[src/rtl/core/srtf_pkg.sv]
// Shared types and constants of the SRTF scheduler.
`default_nettype none

package srtf_pkg;

    localparam int SLOTS_DEF  = 16;
    localparam int TIME_W_DEF = 16;

    localparam int FIELD_W = 16;
    localparam int SLOT_W  = 4;
    localparam int CNT_W   = 5;
    localparam int ADDR_W  = 2;
    localparam int DATA_W  = 32;

    localparam logic [FIELD_W-1:0] FIELD_MAX = '1;
    localparam logic [CNT_W-1:0]   CNT_MAX   = '1;

    localparam logic ACT_LOAD = 1'b0;
    localparam logic ACT_TICK = 1'b1;

    localparam logic [ADDR_W-1:0] ADDR_PROCESS_COUNT = '0;

    typedef enum logic [2:0] {
        ST_IDLE,
        ST_LOAD,
        ST_SCAN,
        ST_DRAIN,
        ST_UPDATE
    } state_t;

endpackage

`default_nettype wire

[src/rtl/core/srtf_ram.sv]
// Generic single-write, single-read RAM with registered read data.
`default_nettype none

module srtf_ram #(
    parameter int WIDTH = 48,
    parameter int DEPTH = 16
) (
    input  wire logic                     clk,
    input  wire logic                     we,
    input  wire logic [$clog2(DEPTH)-1:0] waddr,
    input  wire logic [WIDTH-1:0]         wdata,
    input  wire logic [$clog2(DEPTH)-1:0] raddr,
    output logic      [WIDTH-1:0]         rdata
);

    logic [WIDTH-1:0] mem [DEPTH];

    always_ff @(posedge clk)
    begin
        if (we)
        begin
            mem[waddr] <= wdata;
        end
        rdata <= mem[raddr];
    end

endmodule

`default_nettype wire

[src/rtl/core/srtf_preemptive_scheduler.sv]
// Top level of the preemptive shortest-remaining-time-first scheduler.
//
// channel   direction  handshake                       payload
// request   in         start && !busy                  action, slot, arrival, burst
// result    out        done (one cycle, no backpressure) finished, finished_slot,
//                                                      waiting_time, turnaround_ticks,
//                                                      idle, all_done
// config    in         psel && penable && pwrite       paddr, pwdata (prdata on read)
//
// A load request passes through ST_LOAD before the next acceptance; a tick
// walks ST_SCAN, ST_DRAIN and ST_UPDATE, its length set by the scan that
// reads the slot memory one entry per cycle through its single read port.
// done rises in the cycle busy falls, so a new request is taken while the
// result is shown. rst_n clears the remaining-time valid bits at once; no
// clearing pass is needed. The receiver cannot stall.
`default_nettype none

module srtf_preemptive_scheduler
    import srtf_pkg::*;
#(
    parameter int NUM_SLOTS  = SLOTS_DEF,
    parameter int TIME_WIDTH = TIME_W_DEF
) (
    input  wire logic               clk,
    input  wire logic               rst_n,
    input  wire logic               start,
    output logic                    busy,
    input  wire logic               action,
    input  wire logic [SLOT_W-1:0]  slot,
    input  wire logic [FIELD_W-1:0] arrival,
    input  wire logic [FIELD_W-1:0] burst,
    output logic                    done,
    output logic                    finished,
    output logic [SLOT_W-1:0]       finished_slot,
    output logic [FIELD_W-1:0]      waiting_time,
    output logic [FIELD_W-1:0]      turnaround_ticks,
    output logic                    idle,
    output logic                    all_done,
    input  wire logic               psel,
    input  wire logic               penable,
    input  wire logic               pwrite,
    input  wire logic [ADDR_W-1:0]  paddr,
    input  wire logic [DATA_W-1:0]  pwdata,
    output logic [DATA_W-1:0]       prdata,
    output logic                    pready
);

    localparam int SW    = $clog2(NUM_SLOTS);
    localparam int CMP_W = (TIME_WIDTH > FIELD_W) ? TIME_WIDTH : FIELD_W;
    localparam int ENT_W = 3 * FIELD_W;
    localparam logic [SW-1:0]         LAST_IDX = SW'(NUM_SLOTS - 1);
    localparam logic [TIME_WIDTH-1:0] TIME_MAX = '1;

    state_t state_reg, state_next;

    logic [CNT_W-1:0]      process_count_reg, process_count_next;
    logic [NUM_SLOTS-1:0]  valid_reg, valid_next;
    logic [TIME_WIDTH-1:0] time_reg, time_next;
    logic [CNT_W-1:0]      done_count_reg, done_count_next;
    logic [SW-1:0]         scan_idx_reg, scan_idx_next;
    logic                  cmp_vld_reg, cmp_vld_next;
    logic                  best_found_reg, best_found_next;
    logic                  done_reg, done_next;

    logic [SW-1:0]         cmp_idx_reg, cmp_idx_next;
    logic                  req_action_reg, req_action_next;
    logic [SLOT_W-1:0]     req_slot_reg, req_slot_next;
    logic [FIELD_W-1:0]    req_arrival_reg, req_arrival_next;
    logic [FIELD_W-1:0]    req_burst_reg, req_burst_next;
    logic [SW-1:0]         best_idx_reg, best_idx_next;
    logic [FIELD_W-1:0]    best_rem_reg, best_rem_next;
    logic [FIELD_W-1:0]    best_arr_reg, best_arr_next;
    logic [FIELD_W-1:0]    best_burst_reg, best_burst_next;
    logic                  finished_reg, finished_next;
    logic [SLOT_W-1:0]     fslot_reg, fslot_next;
    logic [FIELD_W-1:0]    wait_reg, wait_next;
    logic [FIELD_W-1:0]    tat_reg, tat_next;
    logic                  idle_reg, idle_next;
    logic                  all_done_reg, all_done_next;

    logic                  ram_we;
    logic [SW-1:0]         ram_waddr;
    logic [ENT_W-1:0]      ram_wdata;
    logic [ENT_W-1:0]      ram_rdata;

    logic [FIELD_W-1:0]    rd_rem;
    logic [FIELD_W-1:0]    rd_burst;
    logic [FIELD_W-1:0]    rd_arr;
    logic                  rd_elig;
    logic                  take;
    logic                  slot_ok;
    logic                  cfg_wr;
    logic [TIME_WIDTH-1:0] end_time;
    logic [FIELD_W-1:0]    new_rem;
    logic [CMP_W-1:0]      tat_full;
    logic [CMP_W-1:0]      wait_full;

    srtf_ram #(
        .WIDTH (ENT_W),
        .DEPTH (NUM_SLOTS)
    ) u_ram (
        .clk   (clk),
        .we    (ram_we),
        .waddr (ram_waddr),
        .wdata (ram_wdata),
        .raddr (scan_idx_reg),
        .rdata (ram_rdata)
    );

    assign busy             = (state_reg != ST_IDLE);
    assign done             = done_reg;
    assign finished         = finished_reg;
    assign finished_slot    = fslot_reg;
    assign waiting_time     = wait_reg;
    assign turnaround_ticks = tat_reg;
    assign idle             = idle_reg;
    assign all_done         = all_done_reg;
    assign pready           = 1'b1;
    assign prdata           = (paddr == ADDR_PROCESS_COUNT) ?
                              DATA_W'(process_count_reg) : '0;

    assign cfg_wr   = psel && penable && pwrite && pready && (paddr == ADDR_PROCESS_COUNT);
    assign rd_rem   = ram_rdata[FIELD_W-1:0];
    assign rd_burst = ram_rdata[2*FIELD_W-1:FIELD_W];
    assign rd_arr   = ram_rdata[3*FIELD_W-1:2*FIELD_W];
    assign rd_elig  = valid_reg[cmp_idx_reg] && (rd_rem != '0) &&
                      (CMP_W'(rd_arr) <= CMP_W'(time_reg));
    assign take     = cmp_vld_reg && rd_elig && (!best_found_reg || (rd_rem < best_rem_reg));
    assign slot_ok  = (32'(req_slot_reg) < NUM_SLOTS);
    assign end_time = (time_reg == TIME_MAX) ? TIME_MAX : time_reg + 1'b1;
    assign new_rem  = best_rem_reg - 1'b1;
    assign tat_full = CMP_W'(end_time) - CMP_W'(best_arr_reg);
    assign wait_full = (tat_full >= CMP_W'(best_burst_reg)) ?
                       tat_full - CMP_W'(best_burst_reg) : '0;

    always_comb
    begin
        state_next = state_reg;
        case (state_reg)
            ST_IDLE:
            begin
                if (start)
                begin
                    state_next = (action == ACT_TICK) ? ST_SCAN : ST_LOAD;
                end
            end
            ST_LOAD:   state_next = ST_IDLE;
            ST_SCAN:   state_next = (scan_idx_reg == LAST_IDX) ? ST_DRAIN : ST_SCAN;
            ST_DRAIN:  state_next = ST_UPDATE;
            ST_UPDATE: state_next = ST_IDLE;
            default:   state_next = ST_IDLE;
        endcase
    end

    always_comb
    begin
        process_count_next = cfg_wr ? pwdata[CNT_W-1:0] : process_count_reg;
        valid_next         = valid_reg;
        time_next          = time_reg;
        done_count_next    = done_count_reg;
        scan_idx_next      = scan_idx_reg;
        cmp_vld_next       = 1'b0;
        cmp_idx_next       = scan_idx_reg;
        best_found_next    = best_found_reg;
        done_next          = 1'b0;
        req_action_next    = req_action_reg;
        req_slot_next      = req_slot_reg;
        req_arrival_next   = req_arrival_reg;
        req_burst_next     = req_burst_reg;
        best_idx_next      = best_idx_reg;
        best_rem_next      = best_rem_reg;
        best_arr_next      = best_arr_reg;
        best_burst_next    = best_burst_reg;
        finished_next      = finished_reg;
        fslot_next         = fslot_reg;
        wait_next          = wait_reg;
        tat_next           = tat_reg;
        idle_next          = idle_reg;
        all_done_next      = all_done_reg;
        ram_we             = 1'b0;
        ram_waddr          = SW'(req_slot_reg);
        ram_wdata          = {req_arrival_reg, req_burst_reg, req_burst_reg};

        if (take)
        begin
            best_found_next = 1'b1;
            best_idx_next   = cmp_idx_reg;
            best_rem_next   = rd_rem;
            best_arr_next   = rd_arr;
            best_burst_next = rd_burst;
        end

        case (state_reg)
            ST_IDLE:
            begin
                if (start)
                begin
                    req_action_next  = action;
                    req_slot_next    = slot;
                    req_arrival_next = arrival;
                    req_burst_next   = burst;
                    scan_idx_next    = '0;
                    best_found_next  = 1'b0;
                end
            end
            ST_LOAD:
            begin
                if (slot_ok)
                begin
                    ram_we                      = 1'b1;
                    valid_next[SW'(req_slot_reg)] = 1'b1;
                end
                done_next     = 1'b1;
                finished_next = 1'b0;
                fslot_next    = '0;
                wait_next     = '0;
                tat_next      = '0;
                idle_next     = 1'b0;
                all_done_next = (done_count_reg >= process_count_reg);
            end
            ST_SCAN:
            begin
                cmp_vld_next = 1'b1;
                if (scan_idx_reg != LAST_IDX)
                begin
                    scan_idx_next = scan_idx_reg + 1'b1;
                end
            end
            ST_UPDATE:
            begin
                done_next     = 1'b1;
                time_next     = end_time;
                finished_next = 1'b0;
                fslot_next    = '0;
                wait_next     = '0;
                tat_next      = '0;
                idle_next     = !best_found_reg;
                if (best_found_reg)
                begin
                    ram_we    = 1'b1;
                    ram_waddr = best_idx_reg;
                    ram_wdata = {best_arr_reg, best_burst_reg, new_rem};
                    if (new_rem == '0)
                    begin
                        finished_next = 1'b1;
                        fslot_next    = SLOT_W'(best_idx_reg);
                        tat_next      = (tat_full > CMP_W'(FIELD_MAX)) ?
                                        FIELD_MAX : FIELD_W'(tat_full);
                        wait_next     = (wait_full > CMP_W'(FIELD_MAX)) ?
                                        FIELD_MAX : FIELD_W'(wait_full);
                        if (done_count_reg != CNT_MAX)
                        begin
                            done_count_next = done_count_reg + 1'b1;
                        end
                    end
                end
                all_done_next = (done_count_next >= process_count_reg);
            end
            default:
            begin
            end
        endcase
    end

    always_ff @(posedge clk or negedge rst_n)
    begin
        if (!rst_n)
        begin
            state_reg         <= ST_IDLE;
            process_count_reg <= '0;
            valid_reg         <= '0;
            time_reg          <= '0;
            done_count_reg    <= '0;
            scan_idx_reg      <= '0;
            cmp_vld_reg       <= 1'b0;
            best_found_reg    <= 1'b0;
            done_reg          <= 1'b0;
        end
        else
        begin
            state_reg         <= state_next;
            process_count_reg <= process_count_next;
            valid_reg         <= valid_next;
            time_reg          <= time_next;
            done_count_reg    <= done_count_next;
            scan_idx_reg      <= scan_idx_next;
            cmp_vld_reg       <= cmp_vld_next;
            best_found_reg    <= best_found_next;
            done_reg          <= done_next;
        end
    end

    always_ff @(posedge clk)
    begin
        cmp_idx_reg     <= cmp_idx_next;
        req_action_reg  <= req_action_next;
        req_slot_reg    <= req_slot_next;
        req_arrival_reg <= req_arrival_next;
        req_burst_reg   <= req_burst_next;
        best_idx_reg    <= best_idx_next;
        best_rem_reg    <= best_rem_next;
        best_arr_reg    <= best_arr_next;
        best_burst_reg  <= best_burst_next;
        finished_reg    <= finished_next;
        fslot_reg       <= fslot_next;
        wait_reg        <= wait_next;
        tat_reg         <= tat_next;
        idle_reg        <= idle_next;
        all_done_reg    <= all_done_next;
    end

    a_done_source: assert property (@(posedge clk) disable iff (!rst_n)
        done |-> ($past(state_reg) == ST_LOAD || $past(state_reg) == ST_UPDATE))
        else $error("result strobe without a finishing state");

    a_load_path: assert property (@(posedge clk) disable iff (!rst_n)
        (state_reg == ST_LOAD) |-> (req_action_reg == ACT_LOAD))
        else $error("load state entered for a tick request");

    a_best_nonzero: assert property (@(posedge clk) disable iff (!rst_n)
        (state_reg == ST_UPDATE && best_found_reg) |-> (best_rem_reg != '0))
        else $error("chosen slot has no remaining time");

    a_finish_not_idle: assert property (@(posedge clk) disable iff (!rst_n)
        (done && finished) |-> !idle)
        else $error("completion reported on an idle tick");

    a_time_monotonic: assert property (@(posedge clk) disable iff (!rst_n)
        (state_reg != ST_UPDATE) |=> (time_reg == $past(time_reg)))
        else $error("time moved outside a tick update");

endmodule

`default_nettype wire
[config.mk]
export PLATFORM = sky130hd
export DESIGN_NAME = srtf_preemptive_scheduler
export DESIGN_NICKNAME = d
export VERILOG_FILES = /design/src/rtl/core/srtf_pkg.sv /design/src/rtl/core/srtf_ram.sv /design/src/rtl/core/srtf_preemptive_scheduler.sv
export SDC_FILE = /design/constraint.sdc
export NUM_CORES = 1
export LEC_CHECK = 0
export BUFFER_PORTS_ARGS = -buffer_cell sky130_fd_sc_hd__buf_2
export CAP_MARGIN = 5
export CORE_MARGIN = 4
export CORE_UTILIZATION = 46
export CTS_BUF_LIST = sky130_fd_sc_hd__clkbuf_16
export CTS_CLUSTER_SIZE = 16
export DETAILED_ROUTE_END_ITERATION = 6
export PLACE_DENSITY = 0.76
export SYNTH_ARGS = -nofsm -noshare
export SYNTH_HDL_FRONTEND = slang
export SYNTH_SLANG_ARGS = --single-unit
[constraint.sdc]
create_clock -name clk -period 6.1 [get_ports clk]
set_input_delay 1.525 -clock clk [delete_from_list [all_inputs] [get_ports clk]]
set_output_delay 1.525 -clock clk [all_outputs]
set_load 0.1 [all_outputs]
==> run summary <==
Critical path
- 6.00 ns — endpoint arrival time on the critical path
- reg2reg — worst setup path class
- 0.54 ns — FF-to-FF setup slack
- 19 — worst reg-to-reg path cell count
- 6 — Max FO, Critical Path
- flip-flop — endpoint class of the critical path
- time_reg[0] — reg-to-reg critical path startpoint
- 6.54 ns — required time of the worst setup path
- flip-flop — Startpoint Class
- waiting_time[15] — R2R Path End

Hold path
- best_burst_reg[8] — WHS Endpoint
- reg2reg — class of the worst hold path
- u_ram.rdata[24] — hold_sp
- 0 — Worst Hold Depth

Synthesis
- 1.03% — share of the synthesized netlist area taken by xor and xnor gates
- 72.9% — share of synthesized area occupied by flip-flops and latches
- 19.0 um2 — syn_area_per_cell
- 40100 um2 — Mapped Area
- 999 — number of storage elements in the synthesis netlist
- multiplexers — combinational family with the most area after synthesis
- 14.1% — multiplexer share of the synthesized area
- 2113 — cell count after synthesis
- 69 — number of distinct library cells after synthesis
- edfxtp_1 — top flip-flop cell by instance count after synthesis
- 5.21% — Async S/R FF share, synth
- 2.50% — post-synthesis share of cell area spent on full adders, half adders and majority gates
- 895 — Post-synth EDFFs
- 0 — Syn. warnings
- 4.08% — post-synthesis simple-gate area fraction
- 3.37% — compound-cell area share of the yosys netlist

Global route
- 19.8% — combined global-route utilization of all metal layers
- 1 — antenna violations before repair
- 137 — largest net degree at the start of global routing
- 20.9k — vias in the first global route
- 135000 um — wire length of the first global-routing pass
- 0 — GRT Residual Overflow

Floorplanning
- 46.3% — starting density of the core
- 303 um — Chip Width
- 151 — number of top-level pins
- 91900 um2 — Total Die Area
- 303 um — DIE HEIGHT
- 108 — num rows
- 86600 um2 — Core Area

STA
- 0 — # setup viols final
- 0.0302 ns — worst setup skew after layout
- 1.35 ns — transition at the pin with the smallest max-transition slack
- 0 — Final Hold Vio Count
- false — setup repair after global routing missed its margin
- 91.1% — Final period util
- 0 — pins over their slew limit
- 0.394 ns — worst hold slack
- 5.56 ns — minimum period implied by the final worst setup slack
- 180 MHz — Highest Clock Rate
- 0 ns — sum of negative setup slack
- 9.72% — worst relative slew slack

Finish
- 13.0% — area grow syn2layout
- u_ram.mem (768), u_ram.rdata (48) — largest registers
- edfxtp_1 — leading cell type in the layout, fill and taps excluded
- 895 x edfxtp_1, 245 x mux4_2, 100 x inv_1 — commonest cells after routing, fill and taps aside
- 6584 — number of fillers in the final layout
- 45300 um2 — final design instance area without fill
- 0 — Diodes inserted
- 3511 — post-route insts no fill
- u_ram.mem — Biggest register
- 2431 — Final nets
- 768 — flip-flop count of the largest register, all copies and words added
- 24.4% — layout cells sized above 1

Pwr
- 353 uV — Max VDD drop
- 414 nW/um2 — pwr dens
- 15.4 nW — leakage power figure

Placed design
- 95 — IO buf count
- 51400 um — post-detailed-placement half-perimeter wirelength
- 42200 um2 — standard cell area after detailed placement
- 0.897 — Final GP Congestion
- 3334 — instance count after placement with tap cells included

CTS
- 0.06 ns — clock input transition at the sequential cells of the worst setup and hold paths
- 3 — Max Buffers Root-to-Sink
- 3 — number of levels the H-tree was split into
- 0.65 ns — Clock Latency Late Sink
- yes — TritonCTS clock tree
- 999 — Num Clock Sinks
- clkbuf_16 — root cell of the clock tree
- 0 — count of buffers added by post-CTS timing repair for setup
- 0 — Hold Buf Count CTS
- 0 — post-cts sizing count
- 94 — number of buffers added by the clock tree synthesis step

Drt
- 35600 um — Metal-1 WL
- met5 — top sig layer
- 8490 um — met3 layer wire length in the routed design
- 44200 um — met2 wire length
- 20.7k — number of vias in the routed layout
- 5.89 — ratio of routed vias to standard cells
- 0 — DRC violation count after routing
- 2594 — detailed router's first-iteration violation count
- 90900 um — drt total wl
- 25.9 um — wire length per cell
- 5 — First-pass DRT Iterations
- 0 — count of antenna-violating nets left after detailed routing

Job
- 0 — number of maximum-capacitance violations

Outcome
- complete, no violations — result of the run

## worst max-delay path, stage by stage, from the launching register on
cell       delay (ns)
dfrtp_1          0.43
ha_1             0.26
nand4_1          0.31
nor3_4           0.32
nand3_1          0.16
and2_1           0.20
ha_1             0.22
fa_1             0.45
nand2b_1         0.18
a21oi_1          0.33
o21a_1           0.16
nor2_1           0.05
xnor2_1          0.27
ha_1             0.36
a2111oi_0        0.45
nand2_1          0.13
a221o_1          0.39
a31oi_1          0.30
nor3_1           0.10
a2111oi_2        0.29
## cell usage after synthesis (all sizes together), types with 20 or more instances
| cell type | count | area, um2 |
|---|---|---|
| mux4 | 245 | 5520 |
| dfrtp | 52 | 1300 |
| dfxtp | 52 | 1040 |
| ha | 77 | 963 |
| inv | 81 | 304 |
| clkbuf | 52 | 196 |
| and2 | 25 | 156 |
| a21o | 20 | 150 |
| edfxtp | 895 | 26900 |
| xnor2 | 36 | 315 |
| nand3 | 23 | 115 |
| buf | 52 | 318 |
| nor2 | 91 | 342 |
| o21ai | 81 | 409 |
| nand2 | 91 | 342 |
| nor3 | 21 | 128 |
| a21oi | 42 | 210 |
## layout make-up
type | count | area (um2) | area share [%]
sequential | 999 | 29200 | 64.5
multi-input combinational | 955 | 10300 | 22.8
clock buffer | 98 | 2450 | 5.41
tap | 1155 | 1450 | 3.19
timing repair buffer | 144 | 906 | 2.00
clock inverter | 79 | 621 | 1.37
inverter | 81 | 304 | 0.671
## kinds of logic (layout without fill, tap and decap cells)
| kind of cell | count (synthesis) | count (layout) |
|---|---|---|
| xor+xnor | 47 | 47 |
| buf+inv | 185 | 402 |
| flops | 999 | 999 |
| simple gates | 329 | 329 |
| fa+ha+maj | 79 | 79 |
| mux | 256 | 256 |
| compound gates | 216 | 216 |
| other cells | 2 | 28 |
## metrics by stage
stage	setup slack, ns	power (mW)	utilization [%]
after floorplan	0.987	11.9	-
after global placement	0.482	13.0	48.7
after detailed placement	0.266	13.1	48.7
after CTS	0.225	18.9	52.3
after global routing	0.0803	19.5	52.3
final	0.542	18.7	52.3
## routing by layer
layer  global-route usage (%)  up-vias
met1                     27.8    10655
met3                     3.41      151
met2                     32.0     1126
met4                     6.41        2
met5                        0        -
li1                         -     8747
## how the worst max path moves through the flow
stage / depth (start not counted) / startpoint / slack, ns / end
after floorplan: 1 / paddr[1] / 0.99 / prdata[1]
after global routing: 19 / time_reg[0] / 0.08 / waiting_time[15]
final: 19 / time_reg[0] / 0.54 / waiting_time[15]
after CTS: 21 / time_reg[0] / 0.22 / waiting_time[5]
after global placement: 19 / time_reg[0] / 0.48 / waiting_time[13]
after detailed placement: 21 / time_reg[0] / 0.27 / waiting_time[5]
## power breakdown
group / leakage, nW / internal, mW / total, mW / switching (mW)
registers: 9.19 / 8.00 / 8.56 / 0.560
clock network: 1.57 / 3.30 / 5.76 / 2.47
logic: 4.64 / 2.21 / 4.42 / 2.21
total: 15.4 / 13.5 / 18.7 / 5.23
(Power assumes the default switching activity.)
